[config.mk]
export PLATFORM = sky130hd
export DESIGN_NAME = priority_tick_scheduler_top
export DESIGN_NICKNAME = d
export VERILOG_FILES = /design/src/hdl/pts_pkg.sv /design/src/hdl/pts_ram.sv /design/src/hdl/pts_alu.sv /design/src/hdl/priority_tick_scheduler_top.sv
export SDC_FILE = /design/constraint.sdc
export NUM_CORES = 2
export LEC_CHECK = 0
export ABC_AREA = 1
export BUFFER_PORTS_ARGS = -buffer_cell sky130_fd_sc_hd__buf_2
export CORE_MARGIN = 2
export CORE_UTILIZATION = 50
export CTS_CLUSTER_DIAMETER = 200
export CTS_CLUSTER_SIZE = 16
export DETAILED_ROUTE_END_ITERATION = 8
export MAX_ROUTING_LAYER = met4
export PLACE_DENSITY_LB_ADDON = 0.2
export SLEW_MARGIN = 40
export SYNTH_ARGS = -nofsm -noshare
export SYNTH_HDL_FRONTEND = slang
export SYNTH_SLANG_ARGS = --single-unit
[constraint.sdc]
create_clock -name clk -period 5.4 [get_ports clk]
set_input_delay 1.08 -clock clk [delete_from_list [all_inputs] [get_ports clk]]
set_output_delay 1.08 -clock clk [all_outputs]
set_load 0.05 [all_outputs]
[src/hdl/pts_pkg.sv]
// Types and codes of the priority tick scheduler.
// No dependencies; used by pts_alu, the top level and the checker.
package pts_pkg;

	localparam logic [2:0] CMD_SCHED  = 3'd0;
	localparam logic [2:0] CMD_CHARGE = 3'd1;
	localparam logic [2:0] CMD_PRIO   = 3'd2;
	localparam logic [2:0] CMD_BLOCK  = 3'd3;
	localparam logic [2:0] CMD_SLEEP  = 3'd4;

	localparam int ST_BLOCKED_BIT  = 0;
	localparam int ST_SLEEPING_BIT = 1;

	typedef struct packed {
		logic [2:0]  cmd;
		logic [3:0]  target_pid;
		logic [31:0] amount;
		logic        blocked_value;
		logic        nested_pass;
	} item_t;

	typedef struct packed {
		logic [3:0] running_pid;
		logic       picked;
		logic       reloaded;
	} result_t;

	typedef enum logic [2:0] {
		ST_IDLE,
		ST_SCAN,
		ST_DECIDE,
		ST_RELOAD,
		ST_ONE,
		ST_FINISH
	} state_t;

	typedef enum logic [2:0] {
		OP_SCAN,
		OP_RELOAD,
		OP_CHARGE,
		OP_PRIO,
		OP_BLOCK,
		OP_SLEEP
	} op_t;

	typedef struct packed {
		op_t         op;
		logic        bval;
		logic [31:0] amount;
	} alu_ctl_t;

	function automatic op_t cmd_to_op(input logic [2:0] cmd);
		op_t op;
		case (cmd)
			CMD_CHARGE: op = OP_CHARGE;
			CMD_PRIO:   op = OP_PRIO;
			CMD_BLOCK:  op = OP_BLOCK;
			CMD_SLEEP:  op = OP_SLEEP;
			default:    op = OP_SCAN;
		endcase
		return op;
	endfunction

endpackage

[src/hdl/pts_ram.sv]
// Generic simple dual-port RAM: one write port, one read port, registered read.
// No dependencies.
module pts_ram #(
	parameter int WIDTH = 8,
	parameter int DEPTH = 16
) (
	input  logic                     clk,
	input  logic                     we,
	input  logic [$clog2(DEPTH)-1:0] waddr,
	input  logic [WIDTH-1:0]         wdata,
	input  logic [$clog2(DEPTH)-1:0] raddr,
	output logic [WIDTH-1:0]         rdata
);

	logic [WIDTH-1:0] mem_q [DEPTH];

	always_ff @(posedge clk) begin
		if (we) begin
			mem_q[waddr] <= wdata;
		end
		rdata <= mem_q[raddr];
	end

endmodule

[src/hdl/pts_alu.sv]
// Shared row-update unit: one comparator and one 32-bit decrementer.
// Depends on pts_pkg for the operation codes and control struct.
module pts_alu #(
	parameter int SLICE_BITS = 16
) (
	input  pts_pkg::alu_ctl_t          ctl,
	input  logic [2*SLICE_BITS+33:0]   row_in,
	input  logic [SLICE_BITS-1:0]      best,
	output logic [2*SLICE_BITS+33:0]   row_out,
	output logic                       better
);

	localparam int S = SLICE_BITS;

	logic [S-1:0]  slice;
	logic [S-1:0]  reload;
	logic [31:0]   sleep;
	logic [1:0]    status;
	logic [S-1:0]  slice_n;
	logic [S-1:0]  reload_n;
	logic [31:0]   sleep_n;
	logic [1:0]    status_n;
	logic [31:0]   dec_in;
	logic [31:0]   dec_out;
	logic          ready;

	assign slice  = row_in[S-1:0];
	assign reload = row_in[2*S-1:S];
	assign sleep  = row_in[2*S+31:2*S];
	assign status = row_in[2*S+33:2*S+32];

	// one decrementer serves both the slice charge and the sleep countdown
	assign dec_in  = (ctl.op == pts_pkg::OP_CHARGE) ? 32'(slice) : sleep;
	assign dec_out = dec_in - 32'd1;

	assign ready  = (status == 2'b00);
	assign better = ready && (slice > best);

	always_comb begin
		slice_n  = slice;
		reload_n = reload;
		sleep_n  = sleep;
		status_n = status;
		case (ctl.op)
			pts_pkg::OP_SCAN: begin
				if (status[pts_pkg::ST_SLEEPING_BIT]) begin
					if (sleep == 32'd0) begin
						status_n[pts_pkg::ST_SLEEPING_BIT] = 1'b0;
					end else begin
						sleep_n = dec_out;
					end
				end
			end
			pts_pkg::OP_RELOAD: begin
				slice_n = reload;
			end
			pts_pkg::OP_CHARGE: begin
				if (slice != '0) begin
					slice_n = dec_out[S-1:0];
				end
			end
			pts_pkg::OP_PRIO: begin
				reload_n = ctl.amount[S-1:0];
			end
			pts_pkg::OP_BLOCK: begin
				status_n[pts_pkg::ST_BLOCKED_BIT] = ctl.bval;
			end
			pts_pkg::OP_SLEEP: begin
				status_n[pts_pkg::ST_SLEEPING_BIT] = 1'b1;
				sleep_n = ctl.amount;
			end
			default: begin
			end
		endcase
	end

	assign row_out = {status_n, sleep_n, reload_n, slice_n};

endmodule

[src/hdl/priority_tick_scheduler_top.sv]
// Priority tick scheduler: sequencer, process table RAM and shared row unit.
// Depends on pts_pkg, pts_ram and pts_alu.
//
//   channel | handshake                  | payload
//   --------+----------------------------+-----------------------
//   command | start, accepted when !busy | item   (pts_pkg::item_t)
//   result  | done, one-cycle strobe     | result (pts_pkg::result_t)
//
// A schedule pass sweeps every row through the single-read-port RAM, and sweeps
// them again when the slices reload; every other command reads and writes one
// row; an unknown or out-of-range command touches no row.
// Reset leaves every row invalid (reading as zero) and running index zero.
// done is high for exactly one cycle per transaction; the receiver never stalls.
module priority_tick_scheduler_top #(
	parameter int NUM_PROCS  = 16,
	parameter int SLICE_BITS = 16
) (
	input  logic             clk,
	input  logic             arst_n,
	input  logic             start,
	output logic             busy,
	input  pts_pkg::item_t   item,
	output logic             done,
	output pts_pkg::result_t result
);

	localparam int PID_W = $clog2(NUM_PROCS);
	localparam int ROW_W = 2 * SLICE_BITS + 34;
	localparam logic [PID_W-1:0] LAST_IDX = PID_W'(NUM_PROCS - 1);

	pts_pkg::state_t         state_q, state_d;
	logic [PID_W-1:0]        idx_q, idx_d;
	pts_pkg::item_t          item_q;
	logic [NUM_PROCS-1:0]    valid_q;
	logic [SLICE_BITS-1:0]   best_q, best_d;
	logic [PID_W-1:0]        run_q, run_d;
	logic                    done_q, done_d;
	pts_pkg::result_t        res_q, res_d;

	logic                    rd_issue;
	logic [PID_W-1:0]        rd_addr;
	pts_pkg::op_t            rd_op;

	logic                    vld_s1;
	logic                    row_ok_s1;
	logic [PID_W-1:0]        addr_s1;
	pts_pkg::op_t            op_s1;

	logic [ROW_W-1:0]        rdata;
	logic [ROW_W-1:0]        row_in;
	logic [ROW_W-1:0]        row_out;
	logic                    better;
	pts_pkg::alu_ctl_t       alu_ctl;
	logic                    in_range;

	assign busy   = (state_q != pts_pkg::ST_IDLE);
	assign done   = done_q;
	assign result = res_q;

	assign in_range = (32'(item.target_pid) < NUM_PROCS);

	// never-written rows read as their reset value
	assign row_in = row_ok_s1 ? rdata : '0;

	assign alu_ctl.op     = op_s1;
	assign alu_ctl.bval   = item_q.blocked_value;
	assign alu_ctl.amount = item_q.amount;

	pts_alu #(
		.SLICE_BITS(SLICE_BITS)
	) u_alu (
		.ctl    (alu_ctl),
		.row_in (row_in),
		.best   (best_q),
		.row_out(row_out),
		.better (better)
	);

	pts_ram #(
		.WIDTH(ROW_W),
		.DEPTH(NUM_PROCS)
	) u_table (
		.clk  (clk),
		.we   (vld_s1),
		.waddr(addr_s1),
		.wdata(row_out),
		.raddr(rd_addr),
		.rdata(rdata)
	);

	always_comb begin
		state_d  = state_q;
		idx_d    = idx_q;
		best_d   = best_q;
		run_d    = run_q;
		done_d   = 1'b0;
		res_d    = res_q;
		rd_issue = 1'b0;
		rd_addr  = idx_q;
		rd_op    = pts_pkg::OP_SCAN;

		// track the highest ready slice as rows stream by; on a tie the earlier row wins
		if (vld_s1 && (op_s1 == pts_pkg::OP_SCAN) && better) begin
			best_d = row_in[SLICE_BITS-1:0];
			if (!item_q.nested_pass) begin
				run_d = addr_s1;
			end
		end

		case (state_q)
			pts_pkg::ST_IDLE: begin
				if (start) begin
					idx_d  = '0;
					best_d = '0;
					if (item.cmd == pts_pkg::CMD_SCHED) begin
						state_d = pts_pkg::ST_SCAN;
					end else if ((item.cmd == pts_pkg::CMD_CHARGE) ||
						((item.cmd inside {pts_pkg::CMD_PRIO, pts_pkg::CMD_BLOCK,
						pts_pkg::CMD_SLEEP}) && in_range)) begin
						state_d = pts_pkg::ST_ONE;
					end else begin
						state_d = pts_pkg::ST_FINISH;
					end
				end
			end
			pts_pkg::ST_SCAN: begin
				rd_issue = 1'b1;
				rd_op    = pts_pkg::OP_SCAN;
				if (idx_q == LAST_IDX) begin
					idx_d   = '0;
					state_d = pts_pkg::ST_DECIDE;
				end else begin
					idx_d = idx_q + 1'b1;
				end
			end
			pts_pkg::ST_DECIDE: begin
				// last row is being written now; best_d is final
				if (best_d == '0) begin
					state_d = pts_pkg::ST_RELOAD;
				end else begin
					state_d = pts_pkg::ST_FINISH;
				end
			end
			pts_pkg::ST_RELOAD: begin
				rd_issue = 1'b1;
				rd_op    = pts_pkg::OP_RELOAD;
				if (idx_q == LAST_IDX) begin
					idx_d   = '0;
					state_d = pts_pkg::ST_FINISH;
				end else begin
					idx_d = idx_q + 1'b1;
				end
			end
			pts_pkg::ST_ONE: begin
				rd_issue = 1'b1;
				rd_op    = pts_pkg::cmd_to_op(item_q.cmd);
				rd_addr  = (item_q.cmd == pts_pkg::CMD_CHARGE) ? run_q :
					PID_W'(item_q.target_pid);
				state_d  = pts_pkg::ST_FINISH;
			end
			pts_pkg::ST_FINISH: begin
				done_d            = 1'b1;
				res_d.running_pid = 4'(run_q);
				res_d.picked      = (item_q.cmd == pts_pkg::CMD_SCHED) && (best_q != '0);
				res_d.reloaded    = (item_q.cmd == pts_pkg::CMD_SCHED) && (best_q == '0);
				state_d           = pts_pkg::ST_IDLE;
			end
			default: begin
				state_d = pts_pkg::ST_IDLE;
			end
		endcase
	end

	always_ff @(posedge clk or negedge arst_n) begin
		if (!arst_n) begin
			state_q <= pts_pkg::ST_IDLE;
			idx_q   <= '0;
			best_q  <= '0;
			run_q   <= '0;
			done_q  <= 1'b0;
			vld_s1  <= 1'b0;
			valid_q <= '0;
		end else begin
			state_q <= state_d;
			idx_q   <= idx_d;
			best_q  <= best_d;
			run_q   <= run_d;
			done_q  <= done_d;
			vld_s1  <= rd_issue;
			if (vld_s1) begin
				valid_q[addr_s1] <= 1'b1;
			end
		end
	end

	always_ff @(posedge clk) begin
		if (start && !busy) begin
			item_q <= item;
		end
		row_ok_s1 <= valid_q[rd_addr];
		addr_s1   <= rd_addr;
		op_s1     <= rd_op;
		res_q     <= res_d;
	end

endmodule

After elaboration in Yosys (flattened, before gate mapping)
Memory sizes are Yosys's and may differ from the RTL's. A register that Yosys moved wholly into a read port is not among the register bits.
Cells that the tools add are included.
Storage, ports and cells
  bits in registers: 100
  latch bits: 0
  bits in writable memories: 1056
  ROM bits: 0
  bits of input ports: 44
  output and inout bits: 8
  logic and storage cells: 113
  memories: 1
Operators by class
  add/sub/neg operators: 2
  $mul: 0
  div/mod/pow operators: 0
  order comparisons: 4
  eq/ne operators: 22
  shift-type cells: 0
  multiplexer cells: 37
  bitwise logic cells: 2
  reductions and logical operators: 27
Memories
  u_table.mem_q: depth 16, width 66, read ports 1, clocked after Yosys merged registers in 1, write ports 1, line pts_ram.sv:15  | logic [WIDTH-1:0] mem_q [DEPTH];
Operators with widths (count)
  32-bit 2-to-1 mux: 3
  16-bit 2-to-1 mux: 5
  66-bit 2-to-1 mux: 1
  32-bit one-hot mux with 2 select lines: 1
  16-bit logical NOT: 2
  32-bit logical NOT: 1
  16-bit one-hot mux with 2 select lines: 1
  16-bit nonzero test: 2
  32-bit by 1-bit subtractor with 32-bit output (second input constant): 1
  3-bit by 2-bit == test with 1-bit output (second input constant): 8
  3-bit == test (second input constant): 6
  16-bit > comparator: 1
  4-bit 2-to-1 mux: 4
  16-bit bitwise OR: 1
  3-bit 2-to-1 mux: 5
  3-bit one-hot mux with 5 select lines: 1
  3-bit by 1-bit == test with 1-bit output (second input constant): 4
  3-bit logical NOT: 4
  3-bit one-hot mux with 4 select lines: 1
  4-bit by 5-bit less-than comparator with 1-bit output (second input constant): 2
  1-bit 2-to-1 mux: 10
  4-bit one-hot mux with 2 select lines: 1
  1-bit logical AND: 7
  2-bit inequality test (second input constant): 3
  other kinds (17): 19

Depth between registers and ports, before layout
  depth in word-level cells: 8
  depth in mapped cells: 23

Modules after synthesis
From an unflattened synthesis, not the netlist that was laid out.
Second synthesis, totals
  cell total of the unflattened synthesis: 5549
  area total of the unflattened synthesis: 54682.4 sq um
By module, submodules not included
  pts_ram: instances 1, cells an instance 4341, area each 46804.9 sq um, sequential area each 33031.7 sq um
  priority_tick_scheduler_top: instances 1, cells an instance 510, area each 4508.1 sq um, sequential area each 2697.6 sq um
  pts_alu: instances 1, cells an instance 698, area each 3369.5 sq um, sequential area each 0.0 sq um

Least setup slack after synthesis
No wires, ideal clock.
  kind: register -> register
  start: register addr_s1[0]
  end: memory u_table.mem_q[1][0] (netlist bit) (enable)
  data arrival time: 3.397 ns
  slack: 1.512 ns
  cell stages (with the launch flop): 5
  buffers on the path: 0
  path through: dfxtp_1 inv_1 nor2_1 nand2_1 nor2_1
RTL lines
  start, declared: line priority_tick_scheduler_top.sv:46  | logic [PID_W-1:0] addr_s1;
  start signal, assigned: line priority_tick_scheduler_top.sv:201  | addr_s1 <= rd_addr;
  end, declared: line pts_ram.sv:15
No word-level cell before the write port.

Worst setup path after layout
  start: register row_ok_s1
  end: memory u_table.mem_q[4][13] (netlist bit) (data pin)
Between the ends
  cells in the longest elaborated chain, start to end: 5
  elaborated cells between the ends (all ways): 6
RTL lines
  start, declared: line priority_tick_scheduler_top.sv:45  | logic row_ok_s1;
  start signal, assigned: line priority_tick_scheduler_top.sv:200  | row_ok_s1 <= valid_q[rd_addr];
  66-bit 2-to-1 mux (*): line priority_tick_scheduler_top.sv:63  | assign row_in = row_ok_s1 ? rdata : '0;
  32-bit 2-to-1 mux: line pts_alu.sv:33  | assign dec_in = (ctl.op == pts_pkg::OP_CHARGE) ? 32'(slice) : sleep;
  32-bit by 1-bit subtractor with 32-bit output: line pts_alu.sv:34  | assign dec_out = dec_in - 32'd1;
  16-bit 2-to-1 mux: line pts_alu.sv:58  | if (slice != '0) begin
  16-bit one-hot mux with 2 select lines (*): line pts_alu.sv:44  | case (ctl.op)
  named net row_out[13]: line priority_tick_scheduler_top.sv:51  | logic [ROW_W-1:0] row_out;
The timed path passes the listed nets; every way through them passes the cells marked *.

==> impl_metrics.tcl <==
set metrics [dict create \
    status "finished, final reports clean" \
    num_rows 116 \
    place_area_sq_mm 0.0529 \
    cts-buffers-inserted 86 \
    post-route-min-period_ns 3.90 \
    vias_per_cell 5.98 \
    startpoint "row_ok_s1" \
    grt_antenna_before_repair 1 \
    worst_setup_path_end_kind "register" \
    num_vias 31700 \
    rr_worst_depth 11 \
    power_density_mw_per_mm2 652 \
    cpMaxStageDelayCell "nor2_1" \
    syn_area_per_cell_sq_um 13.1 \
    hold_viol 0 \
    post-place-ws_ns 1.50 \
    crit_chain "buf_12 -> buf_4 -> nand2_1 -> inv_1 -> nor2_1 -> nand4_1 -> inv_1 -> nor2_1 -> nand2_1 -> o211ai_1 -> buf_2" \
    synth_fp_nets 3945 \
    crit_buf_inv 5 \
    nets 3943 \
    cts_resized 0 \
    clock_skew_ns 0.0222 \
    cts_tree "yes" \
    cp_max_fo 38 \
    fin_ws_ns 1.50 \
    postCtsSetupBuffers 0 \
    finalCritPeriodShare_pct 72.2 \
    max_stage_delay_ns 0.64 \
    final_util_pct 55.3 \
    synth_ff_type "edfxtp_1" \
    ctsHtreeMaxLevel 3 \
    max_freq_ghz 0.256 \
    slew_viol_final 0 \
    grt_overflow 0 \
    initial_core_util_pct 50.6 \
    yosys.area.top_type_share_pct 65.2 \
    cts_hold_buf 0 \
    async_flop_share_pct 3.68 \
    crit_required_ns 5.91 \
    startpoint_type "register" \
    synth_common_cells "edfxtp_1 (1103), nor2_1 (621), o211ai_1 (321)" \
    synth_most_common_cell "edfxtp_1" \
    port_buffers 51 \
    drv_cap 0 \
    synth-edff-count 1103 \
    relSlewSlack_pct 40.5 \
    first_global_vias 30100 \
    reg2reg_to "u_table.mem_q[4][13]" \
    rrSetupSlack_ns 1.50 \
    synth_seq_cells 1222 \
    path_clk_slew_ns 0.08 \
    dieArea_sq_mm 0.104 \
    clkLatencyLatePin_ns 0.69 \
    syn-cell-area_sq_mm 0.0508 \
    vdd_ir_drop_max_mv 0.499 \
    dp.final_hpwl_um 70900 \
    tightest_slew_ns 0.892 \
    grt.total_usage_pct 26.0 \
    setup_violations 0 \
    yosys.area.top_type "edfxtp_1" \
    drive_gt1_share_pct 16.6 \
    die_w_um 323 \
    clock_path_buffers 3 \
    critPathTopFamily "buffers and inverters" \
    boundaryPins 52 \
    diodes 0 \
    rsz0062_at_grt "false" \
    wl_per_cell_um 24.8 \
    synth.distinct_cells 61 \
    root_buffer "clkbuf_16" \
    tns_ns 0 \
    synthToLayoutAreaGrowth_pct 9.21 \
    hold_class "input pin to asynchronous set/reset pin" \
    antenna_left 0 \
    final_area_sq_mm 0.0555 \
    ys.warnings.count 0 \
    syn_inst 3885 \
    drt-total-wl_um 132000 \
    power_uw 36200 \
    drt_iter0_drc 3443 \
    cts.sink_count 1222 \
    total_leakage_power_uw 0.0186 \
    synthTopCellsByArea "edfxtp_1 (65%), o211ai_1 (4.7%), nor2_1 (4.6%), dfxtp_1 (2.9%), or2_2 (2.5%)" \
    critPathArrivalTime_ns 4.41 \
    grt_max_degree 205 \
    drcViolationCount 0 \
    critical_path_class "register to register" \
    core_area_sq_mm 0.100 \
    gp_congestion 0.963 \
    die_y_um 323 \
    grt_pass1_wl_um 195000 \
    worstReg2RegStart "row_ok_s1" \
    drt_first_pass_iters 5 \
    synth-seq-area-share_pct 70.3 \
]
cells in the final DEF (no fill, tap or decap), types with 16 or more instances in the layout:
| cell type | Yosys | routed |
|---|---|---|
| edfxtp_1 | 1103 | 1103 |
| nor2_1 | 621 | 604 |
| o211ai_1 | 321 | 321 |
| nand2_1 | 305 | 305 |
| or2_2 | 207 | 207 |
| nand3_1 | 118 | 118 |
| inv_1 | 115 | 113 |
| o31ai_1 | 101 | 101 |
| o311ai_0 | 98 | 93 |
| clkbuf_16 | 0 | 88 |
| buf_4 | 4 | 85 |
| dfxtp_1 | 74 | 73 |
| o311ai_1 | 71 | 72 |
| or2_1 | 67 | 67 |
| clkbuf_1 | 131 | 67 |
| o211ai_2 | 59 | 59 |
| buf_2 | 99 | 58 |
| a21oi_1 | 58 | 53 |
| dfrtp_1 | 45 | 45 |
| o21ai_0 | 43 | 43 |
| nor2_4 | 5 | 22 |
| inv_2 | 23 | 21 |
| nand4_1 | 20 | 20 |
| o21ai_1 | 26 | 19 |
| buf_12 | 0 | 19 |
| o221ai_1 | 22 | 17 |
| nand2_2 | 16 | 16 |
| ha_1 | 16 | 16 |
registers in the layout (all words and copies together), names as in the netlist:
register,flops
addr_s1,4
alu_ctl,33
best_q,16
done,1
idx_q,4
item_q,8
op_s1,3
result,6
row_ok_s1,1
run_q,4
state_q,3
u_table.mem_q,1056
u_table.rdata,66
valid_q,16
vld_s1,1
per-layer routing:
metal | GRT usage, % | part of all wire [%] | up-vias
met3 | 3.49 | 6.8 | 193
met5 | - | 0 | -
met2 | 40.1 | 47 | 1039
met1 | 36.8 | 44 | 16100
met4 | 6.44 | 2.2 | 0
li1 | - | - | 14500
logic make-up after synthesis:
logic type      count (synthesis)  synth area share [%]
compound gates                829                  12.8
xor+xnor                       17                 0.293
fa+ha+maj                      16                 0.394
buf+inv                       399                  3.55
flops                        1222                  70.3
simple gates                 1402                  12.7
worst register-to-register path: cells and delay by family (launching register included):
family | cells | cell delay, ns
compound gates | 1 | 0.31
flops | 1 | 0.60
buf+inv | 5 | 1.52
simple gates | 5 | 1.31
worst max-delay path by stage:
| stage | endpoint | depth (start not counted) | slack (ns) |
|---|---|---|---|
| 2_1_floorplan | u_table.mem_q[1][0] | 4 | 1.51 |
| 3_3_place_gp | state_q[2] | 18 | 1.56 |
| 3_5_place_dp | u_table.mem_q[15][13] | 10 | 1.50 |
| 4_1_cts | u_table.mem_q[15][13] | 10 | 1.47 |
| 5_1_grt | state_q[2] | 19 | 1.25 |
| 6_report | u_table.mem_q[4][13] | 11 | 1.50 |
power breakdown:
| part | leakage [uW] | switching, uW | total (uW) | internal [uW] |
|---|---|---|---|---|
| clock network | 0.00119 | 3130 | 6220 | 3090 |
| logic | 0.00623 | 10800 | 15300 | 4490 |
| registers | 0.0112 | 633 | 14800 | 14100 |
area by class of cell:
type | count | area, sq um
Tap cell | 1357 | 1700
Clock buffer | 155 | 2450
Inverter | 142 | 563
Sequential cell | 1222 | 35700
Multi-Input combinational cell | 2264 | 13600
Fill cell | 8307 | 44900
Timing Repair Buffer | 167 | 1410
Clock inverter | 4 | 56.3
per-stage QoR:
step	std cells	hold slack, ns
after CTS	5308	0.402
after floorplan	3885	0.427
after global placement	5134	0.439
final	5311	0.411
after detailed placement	5149	0.445
after global routing	5311	0.441
Power figures use the tool's default switching activity.
